$ cat src/rtl/core/bmq_pkg.sv
// shared types and constants for the blocking message queue
`timescale 1ns / 1ps
package bmq_pkg;

    localparam int TASK_W  = 8;
    localparam int VALUE_W = 32;
    localparam int CAP_W   = 4;
    localparam int STAT_W  = 2;

    localparam logic [CAP_W-1:0] CAP_RESET = 4'd2;

    // request commands
    localparam logic CMD_SEND = 1'b0;
    localparam logic CMD_RECV = 1'b1;

    // result status codes
    localparam logic [STAT_W-1:0] ST_SENT      = 2'd0;
    localparam logic [STAT_W-1:0] ST_RECEIVED  = 2'd1;
    localparam logic [STAT_W-1:0] ST_BLOCKED   = 2'd2;
    localparam logic [STAT_W-1:0] ST_LIST_FULL = 2'd3;

    typedef struct packed {
        logic                      cmd;
        logic [TASK_W-1:0]         task_id;
        logic signed [VALUE_W-1:0] value;
    } t_req;

    typedef struct packed {
        logic [STAT_W-1:0]         status;
        logic signed [VALUE_W-1:0] read_value;
        logic                      woken_valid;
        logic [TASK_W-1:0]         woken_task;
    } t_result;

    // pointer update requests for one ring
    typedef struct packed {
        logic push;
        logic pop;
    } t_ring_ctl;

endpackage

$ cat src/rtl/core/bmq_mem.sv
// simple dual-port memory with registered read data
`timescale 1ns / 1ps
module bmq_mem #(
    parameter int DEPTH = 8,
    parameter int WIDTH = 32,
    parameter int AW    = (DEPTH > 1) ? $clog2(DEPTH) : 1
) (
    input  logic             i_clk,
    input  logic             i_we,
    input  logic [AW-1:0]    i_waddr,
    input  logic [WIDTH-1:0] i_wdata,
    input  logic             i_re,
    input  logic [AW-1:0]    i_raddr,
    output logic [WIDTH-1:0] o_rdata
);

    logic [WIDTH-1:0] r_mem [DEPTH];
    logic [WIDTH-1:0] r_rdata;

    // write port
    always_ff @(posedge i_clk) begin
        if (i_we) begin
            r_mem[i_waddr] <= i_wdata;
        end
    end

    // read port, data held until the next read
    always_ff @(posedge i_clk) begin
        if (i_re) begin
            r_rdata <= r_mem[i_raddr];
        end
    end

    assign o_rdata = r_rdata;

endmodule

$ cat src/rtl/core/bmq_ring.sv
// head pointer and fill count of one ring buffer
`timescale 1ns / 1ps
module bmq_ring
    import bmq_pkg::*;
#(
    parameter int DEPTH = 8,
    parameter int AW    = (DEPTH > 1) ? $clog2(DEPTH) : 1,
    parameter int CW    = $clog2(DEPTH + 1)
) (
    input  logic          i_clk,
    input  logic          i_rst_n,
    input  t_ring_ctl     i_ctl,
    output logic [AW-1:0] o_head,
    output logic [AW-1:0] o_tail,
    output logic [CW-1:0] o_count
);

    localparam int SW = CW + 1;

    logic [AW-1:0] r_head, n_head;
    logic [CW-1:0] r_count, n_count;
    logic [SW-1:0] sum;

    // head advances on pop, count follows push and pop
    always_comb begin
        n_head  = r_head;
        n_count = r_count;
        if (i_ctl.pop) begin
            n_head = (r_head == AW'(DEPTH - 1)) ? '0 : r_head + 1'b1;
        end
        if (i_ctl.push && !i_ctl.pop) begin
            n_count = r_count + 1'b1;
        end else if (i_ctl.pop && !i_ctl.push) begin
            n_count = r_count - 1'b1;
        end
    end

    always_ff @(posedge i_clk) begin
        if (!i_rst_n) begin
            r_head  <= '0;
            r_count <= '0;
        end else begin
            r_head  <= n_head;
            r_count <= n_count;
        end
    end

    // slot after the last entry, head plus count wrapped once
    always_comb begin
        sum = SW'(r_head) + SW'(r_count);
        if (sum >= SW'(DEPTH)) begin
            sum = sum - SW'(DEPTH);
        end
    end

    assign o_head  = r_head;
    assign o_tail  = sum[AW-1:0];
    assign o_count = r_count;

endmodule

$ cat src/rtl/core/blocking_message_queue.sv
// top level: message ring with sender and receiver wait lists
// latency: the result strobe o_done is high in the cycle after start is taken
// requests: no new request is taken while busy is high; busy covers the memory read cycle
// reset: pointers and counts clear, capacity returns to 2; stores stay unset
// the receiver cannot stall: each result is shown for exactly one cycle
`timescale 1ns / 1ps
module blocking_message_queue
    import bmq_pkg::*;
#(
    parameter int QUEUE_DEPTH = 8,
    parameter int WAIT_DEPTH  = 8
) (
    input  logic             i_clk,
    input  logic             i_rst_n,
    input  logic             start,
    output logic             busy,
    input  t_req             i_req,
    output logic             o_done,
    output t_result          o_result,
    input  logic             i_cfg_valid,
    output logic             o_cfg_ready,
    input  logic [CAP_W-1:0] i_cfg_data
);

    localparam int QAW  = (QUEUE_DEPTH > 1) ? $clog2(QUEUE_DEPTH) : 1;
    localparam int QCW  = $clog2(QUEUE_DEPTH + 1);
    localparam int WAW  = (WAIT_DEPTH > 1) ? $clog2(WAIT_DEPTH) : 1;
    localparam int WCW  = $clog2(WAIT_DEPTH + 1);
    localparam int CMPW = (QCW > CAP_W) ? QCW : CAP_W;
    localparam int SNDW = TASK_W + VALUE_W;

    logic             r_busy;
    logic [STAT_W-1:0] r_status, n_status;
    logic             r_got_msg, n_got_msg;
    logic             r_wake_rcv, n_wake_rcv;
    logic             r_wake_snd, n_wake_snd;
    logic [CAP_W-1:0] r_capacity;

    logic             accept;
    logic [CMPW-1:0]  cap_eff;
    logic [CMPW-1:0]  msg_cnt_ext;
    logic             msg_room, msg_avail, msg_wake_room;
    logic             snd_avail, snd_full, rcv_avail, rcv_full;

    t_ring_ctl        msg_ctl, snd_ctl, rcv_ctl;
    logic [QAW-1:0]   msg_head, msg_tail;
    logic [QCW-1:0]   msg_count;
    logic [WAW-1:0]   snd_head, snd_tail, rcv_head, rcv_tail;
    logic [WCW-1:0]   snd_count, rcv_count;

    logic             msg_we, msg_re, snd_we, snd_re, rcv_we, rcv_re;
    logic [VALUE_W-1:0] msg_wdata, msg_rdata;
    logic [SNDW-1:0]  snd_rdata;
    logic [TASK_W-1:0] rcv_rdata;

    assign accept = start && !r_busy;
    assign busy   = r_busy;

    // capacity register, one transfer per valid cycle
    assign o_cfg_ready = 1'b1;

    always_ff @(posedge i_clk) begin
        if (!i_rst_n) begin
            r_capacity <= CAP_RESET;
        end else if (i_cfg_valid && o_cfg_ready) begin
            r_capacity <= i_cfg_data;
        end
    end

    // capacity clamped to the range one to queue depth
    always_comb begin
        cap_eff = CMPW'(r_capacity);
        if (cap_eff == '0) begin
            cap_eff = CMPW'(1);
        end
        if (cap_eff > CMPW'(QUEUE_DEPTH)) begin
            cap_eff = CMPW'(QUEUE_DEPTH);
        end
    end

    // ring occupancy flags
    assign msg_cnt_ext   = CMPW'(msg_count);
    assign msg_room      = msg_cnt_ext < cap_eff;
    assign msg_avail     = msg_count != '0;
    assign msg_wake_room = msg_cnt_ext <= cap_eff;
    assign snd_avail     = snd_count != '0;
    assign snd_full      = snd_count == WCW'(WAIT_DEPTH);
    assign rcv_avail     = rcv_count != '0;
    assign rcv_full      = rcv_count == WCW'(WAIT_DEPTH);

    // request decode at the accepting edge
    always_comb begin
        n_status   = r_status;
        n_got_msg  = 1'b0;
        n_wake_rcv = 1'b0;
        n_wake_snd = 1'b0;
        msg_re     = 1'b0;
        snd_we     = 1'b0;
        snd_re     = 1'b0;
        rcv_we     = 1'b0;
        rcv_re     = 1'b0;
        msg_ctl    = '0;
        snd_ctl    = '0;
        rcv_ctl    = '0;
        if (accept) begin
            unique case (i_req.cmd)
                CMD_SEND: begin
                    if (msg_room) begin
                        n_status     = ST_SENT;
                        msg_ctl.push = 1'b1;
                        if (rcv_avail) begin
                            n_wake_rcv  = 1'b1;
                            rcv_re      = 1'b1;
                            rcv_ctl.pop = 1'b1;
                        end
                    end else if (snd_full) begin
                        n_status = ST_LIST_FULL;
                    end else begin
                        n_status     = ST_BLOCKED;
                        snd_we       = 1'b1;
                        snd_ctl.push = 1'b1;
                    end
                end
                CMD_RECV: begin
                    if (msg_avail) begin
                        n_status    = ST_RECEIVED;
                        n_got_msg   = 1'b1;
                        msg_re      = 1'b1;
                        msg_ctl.pop = 1'b1;
                        if (snd_avail && msg_wake_room) begin
                            n_wake_snd  = 1'b1;
                            snd_re      = 1'b1;
                            snd_ctl.pop = 1'b1;
                        end
                    end else if (rcv_full) begin
                        n_status = ST_LIST_FULL;
                    end else begin
                        n_status     = ST_BLOCKED;
                        rcv_we       = 1'b1;
                        rcv_ctl.push = 1'b1;
                    end
                end
                default: begin
                    n_status = r_status;
                end
            endcase
        end else if (r_busy && r_wake_snd) begin
            // woken sender's stored value enters the ring
            msg_ctl.push = 1'b1;
        end
    end

    // message ring write: new value on send, woken sender's value in the following cycle
    assign msg_we    = msg_ctl.push;
    assign msg_wdata = r_busy ? snd_rdata[VALUE_W-1:0] : i_req.value;

    // request registers, busy for the read cycle
    always_ff @(posedge i_clk) begin
        if (!i_rst_n) begin
            r_busy     <= 1'b0;
            r_status   <= ST_SENT;
            r_got_msg  <= 1'b0;
            r_wake_rcv <= 1'b0;
            r_wake_snd <= 1'b0;
        end else begin
            r_busy     <= accept;
            r_status   <= n_status;
            r_got_msg  <= n_got_msg;
            r_wake_rcv <= n_wake_rcv;
            r_wake_snd <= n_wake_snd;
        end
    end

    // pointer units
    bmq_ring #(.DEPTH(QUEUE_DEPTH)) u_msg_ring (
        .i_clk   (i_clk),
        .i_rst_n (i_rst_n),
        .i_ctl   (msg_ctl),
        .o_head  (msg_head),
        .o_tail  (msg_tail),
        .o_count (msg_count)
    );

    bmq_ring #(.DEPTH(WAIT_DEPTH)) u_snd_ring (
        .i_clk   (i_clk),
        .i_rst_n (i_rst_n),
        .i_ctl   (snd_ctl),
        .o_head  (snd_head),
        .o_tail  (snd_tail),
        .o_count (snd_count)
    );

    bmq_ring #(.DEPTH(WAIT_DEPTH)) u_rcv_ring (
        .i_clk   (i_clk),
        .i_rst_n (i_rst_n),
        .i_ctl   (rcv_ctl),
        .o_head  (rcv_head),
        .o_tail  (rcv_tail),
        .o_count (rcv_count)
    );

    // storage
    bmq_mem #(.DEPTH(QUEUE_DEPTH), .WIDTH(VALUE_W)) u_msg_mem (
        .i_clk   (i_clk),
        .i_we    (msg_we),
        .i_waddr (msg_tail),
        .i_wdata (msg_wdata),
        .i_re    (msg_re),
        .i_raddr (msg_head),
        .o_rdata (msg_rdata)
    );

    bmq_mem #(.DEPTH(WAIT_DEPTH), .WIDTH(SNDW)) u_snd_mem (
        .i_clk   (i_clk),
        .i_we    (snd_we),
        .i_waddr (snd_tail),
        .i_wdata ({i_req.task_id, i_req.value}),
        .i_re    (snd_re),
        .i_raddr (snd_head),
        .o_rdata (snd_rdata)
    );

    bmq_mem #(.DEPTH(WAIT_DEPTH), .WIDTH(TASK_W)) u_rcv_mem (
        .i_clk   (i_clk),
        .i_we    (rcv_we),
        .i_waddr (rcv_tail),
        .i_wdata (i_req.task_id),
        .i_re    (rcv_re),
        .i_raddr (rcv_head),
        .o_rdata (rcv_rdata)
    );

    // result transfer in the cycle after accept
    assign o_done = r_busy;

    always_comb begin
        o_result.status      = r_status;
        o_result.read_value  = r_got_msg ? msg_rdata : '0;
        o_result.woken_valid = r_wake_rcv || r_wake_snd;
        if (r_wake_rcv) begin
            o_result.woken_task = rcv_rdata;
        end else if (r_wake_snd) begin
            o_result.woken_task = snd_rdata[SNDW-1:VALUE_W];
        end else begin
            o_result.woken_task = '0;
        end
    end

endmodule
$ cat config.mk
export PLATFORM = sky130hd
export DESIGN_NAME = blocking_message_queue
export DESIGN_NICKNAME = d
export VERILOG_FILES = /design/src/rtl/core/bmq_pkg.sv /design/src/rtl/core/bmq_mem.sv /design/src/rtl/core/bmq_ring.sv /design/src/rtl/core/blocking_message_queue.sv
export SDC_FILE = /design/constraint.sdc
export NUM_CORES = 1
export LEC_CHECK = 0
export CAP_MARGIN = 25
export CORE_MARGIN = 4
export CORE_UTILIZATION = 35
export DETAILED_ROUTE_END_ITERATION = 12
export DONT_BUFFER_PORTS = 1
export PLACE_DENSITY_LB_ADDON = 0.08
export SETUP_SLACK_MARGIN = 0.2
export SYNTH_ARGS = -nofsm -noshare
export SYNTH_HDL_FRONTEND = slang
export SYNTH_SLANG_ARGS = --single-unit
$ cat constraint.sdc
create_clock -name i_clk -period 7.4 [get_ports i_clk]
set_clock_uncertainty 0.2 [all_clocks]
set_input_delay 0.74 -clock i_clk [delete_from_list [all_inputs] [get_ports i_clk]]
set_output_delay 0.74 -clock i_clk [all_outputs]
set_load 0.005 [all_outputs]
==> flow_summary.ini <==
[clock_network]
numCtsBuffers = 84
insertion_delay_ns = 0.62
clock-sinks = 751
cts_tree = yes
htreeDepth = 3
cts_root_buffer = clkbuf_16
postCtsHoldBufs = 41
cts_resized = 0
cts.clk_slew.worst_paths_ns = 0.06
cts_setup_buffers = 0
cts_buffer_depth = 3

[sta]
slew_headroom_pct = 37.6
tightest_slew_ns = 0.936
finalSetupViolCount = 0
final_hold_viol_count = 0
fin_tns_setup_ns = 0
rsz0062_at_grt = false
fin_crit_sh_pct = 49.0
slew_violations = 0
fin_crit_ns = 3.62
clock.fmax_mhz = 276

[global_route]
grt_overflow = 0
grt_antenna_before_repair = 3
grt_use_total_pct = 14.6
grt_max_degree = 59
grt_pass1_vias = 14055
grt_pass1_wl_um = 93600

[placed_design]
dpl_cell_area_um2 = 30500
port_buffers = 0
gp_congestion = 0.696
dp.final_hpwl_um = 33500

[setup_path]
critPathKind = flip-flop to flip-flop
crit_required_ns = 7.74
cp.arrival_ns = 3.96
worstRegToRegCells = 15
crit_family = simple AND/OR/NAND/NOR gates
cp-start-kind = flip-flop
crit_path_top_delay_cell = inv_4
worstSetupEndpointType = flip-flop
path_depth = 15
cp_max_fo = 37
reg2reg_setup_slack_ns = 3.78
crit_buf_inv = 4
critical-path-max-stage-delay_ns = 0.40
crit_chain = buf_4, nor2b_4, nand3_4, inv_4, o41ai_2, nor2_4, inv_1, ha_1, inv_1, ha_1, a21o_1, a21oi_1, xnor2_1, or3_1, a21oi_1

[final_layout]
finish.instance_area_um2 = 33600
drive_gt1_share_pct = 30.3
syn_to_final_growth_pct = 15.5
fillers = 7228
nets = 1507

[route]
final_antenna_net_count = 0
route.met3.wl_um = 2630
vias = 12833
wl_met2_um = 30900
wire_per_inst_um = 24.5
wl_um = 63100
top_layer = met5
first_iter_violations = 741
dr.pass1.iters = 6
met1_length_um = 28500
viasPerCell = 4.99
drc = 0

[floorplan]
initial_core_util_pct = 35.4
core-area_um2 = 82200
die_w_um = 296
die-area_um2 = 87800
die_h_um = 296
rows = 105
ios = 95

[pwr]
power_density_nw_per_um2 = 302
vdd_drop_max_mv = 0.180
p_leak_nw = 10.4

[synth]
synth_flop_cell = edfxtp_1
yosysUniqueCellTypes = 50
syn_inst = 1330
ys_seq_area_share_pct = 76.4
syn_area_um2 = 29100
syn_nets = 1407
synth_edf_count = 720
synth_seq_cells = 751
async_reset_ff_share_pct = 0
synth_area_per_cell_um2 = 21.9
synth.top_cell.area_share_pct = 74.3
synth_area_leaders = edfxtp_1, mux4_2, mux2_2, dfxtp_1, ha_1
synth_area_leader_cell = edfxtp_1
ys_warn_count = 0

[hold_path]
holdPathStages = 2
hold_path.class = primary input to flip-flop

[flow_run]
maxCapViolations = 0

[status]
status = finished, final reports clean
[synth_stat cells (2+ instances only)]
master    number
buf_4          3
inv_1          9
buf_2         18
a21o_1         3
or3_1          5
ha_1          22
dfxtp_1       31
nand3_1        2
or4_4          2
nor4_1         4
mux2i_1        9
nand2_1       22
buf_1          2
inv_2          2
mux2_2       113
nor3_1        15
or2_2          2
a22o_1         7
nor2_1        33
a21oi_1       19
clkbuf_1      37
xnor2_1       12
fa_1           6
xor2_1         6
edfxtp_1     720
nand2b_1       3
mux4_2       160
and2_1        33
nor2b_1        2
o21ai_0        8
[placed cells by master, fill, tap and decap left out, types with 2 or more instances in the layout]
master,n
edfxtp_1,720
dfxtp_4,3
o21ai_0,8
nor2b_1,2
dfxtp_2,4
dlygate4sd3_1,41
dfxtp_1,24
nor3_2,8
or2_2,2
or4_4,2
clkbuf_1,21
clkbuf_16,85
bufinv_16,6
clkinv_8,3
ha_1,22
nor4_1,4
mux2i_1,9
xnor2_1,12
nor3_1,7
nand2_1,22
nand3_1,2
nor2_4,9
and2_1,33
diode_2,6
clkinv_2,10
nor2_1,25
fa_1,6
a21o_1,3
mux4_2,160
or3_1,5
nand2b_1,3
mux2_2,113
xor2_1,6
inv_1,9
a22o_1,7
clkinv_1,25
buf_4,34
a21oi_1,19
inv_2,2
[sequential cells by signal, summed over array words and instances (netlist names)]
signal,flops
u_snd_ring.o_head,3
r_capacity,4
u_rcv_mem.o_rdata,8
u_rcv_mem.r_mem,64
r_got_msg,1
u_msg_mem.o_rdata,32
u_rcv_ring.o_head,3
u_msg_ring.o_count,4
u_msg_ring.o_head,3
busy,1
u_rcv_ring.o_count,4
u_snd_ring.o_count,4
r_status,2
u_snd_mem.r_mem,320
r_wake_rcv,1
u_msg_mem.r_mem,256
u_snd_mem.o_rdata,40
r_wake_snd,1
[per-layer routing]
layer | vias up | track usage, %
met4 | 2 | 3.75
met5 | - | 0
li1 | 5695 | -
met2 | 189 | 24.3
met3 | 88 | 2.70
met1 | 6859 | 19.9
[per-stage QoR]
stage	utilization, %	hold slack [ns]	worst slack, ns	std cells	total power [mW]
3_5_place_dp	37.1	0.300	3.63	2371	6.26
6_report	40.9	0.0570	3.78	2573	10.1
5_1_grt	40.9	0.0435	3.44	2567	10.6
3_3_place_gp	37.1	0.286	3.71	2371	6.24
2_1_floorplan	-	0.261	2.26	1330	5.95
4_1_cts	40.8	0.0126	3.66	2565	10.3
[final timing paths]
| check | start | end |
|---|---|---|
| worst max-delay path | busy$_SDFF_PN0_ | u_snd_ring.o_count[3]$_SDFFE_PN0P_ |
| worst min-delay path | i_rst_n | u_rcv_ring.o_head[2]$_SDFFE_PN0P_ |
| worst max register to register | busy$_SDFF_PN0_ | u_snd_ring.o_count[3]$_SDFFE_PN0P_ |
| worst min register to register | u_rcv_ring.o_count[3]$_SDFFE_PN0P_ | u_rcv_ring.o_count[3]$_SDFFE_PN0P_ |
[power by group]
part / leakage, nW / internal (mW) / switching, mW
Clock: 1.28 / 2.33 / 1.64
Combinational: 2.35 / 0.533 / 0.553
Sequential: 6.74 / 4.97 / 0.126
[kinds of logic (layout without fill, tap and decap cells)]
kind of cell / Yosys count / after routing / synth area share, %
AO/OA/AOI/OAI: 42 / 42 / 0.916
XOR/XNOR: 18 / 18 / 0.542
adder cells (fa/ha/maj): 28 / 28 / 1.36
buffers and inverters: 74 / 241 / 1.14
flip-flops: 751 / 751 / 76.4
multiplexers: 282 / 282 / 17.1
other: 1 / 7 / 0.0129
AND/OR/NAND/NOR: 134 / 134 / 2.55
[worst register-to-register path, cell delays in order (launching register included)]
cell and delay, ns:
dfxtp_2 0.30, buf_4 0.31, nor2b_4 0.30, nand3_4 0.17, inv_4 0.40, o41ai_2 0.23, nor2_4 0.12, inv_1 0.05
ha_1 0.22, inv_1 0.12, ha_1 0.24, a21o_1 0.18, a21oi_1 0.19, xnor2_1 0.09, or3_1 0.30, a21oi_1 0.13
[final cells by class]
| class | count | area (µm²) | share of cell area, % |
|---|---|---|---|
| Sequential cell | 751 | 22300 | 66.2 |
| Multi-Input combinational cell | 505 | 6640 | 19.7 |
| Clock buffer | 106 | 2210 | 6.56 |
| Tap cell | 1070 | 1340 | 3.98 |
| Timing Repair Buffer | 76 | 693 | 2.06 |
| Clock inverter | 47 | 432 | 1.28 |
| Inverter | 12 | 47.5 | 0.141 |
| Antenna cell | 6 | 15.0 | 0.0447 |
(Power assumes the default switching activity.)
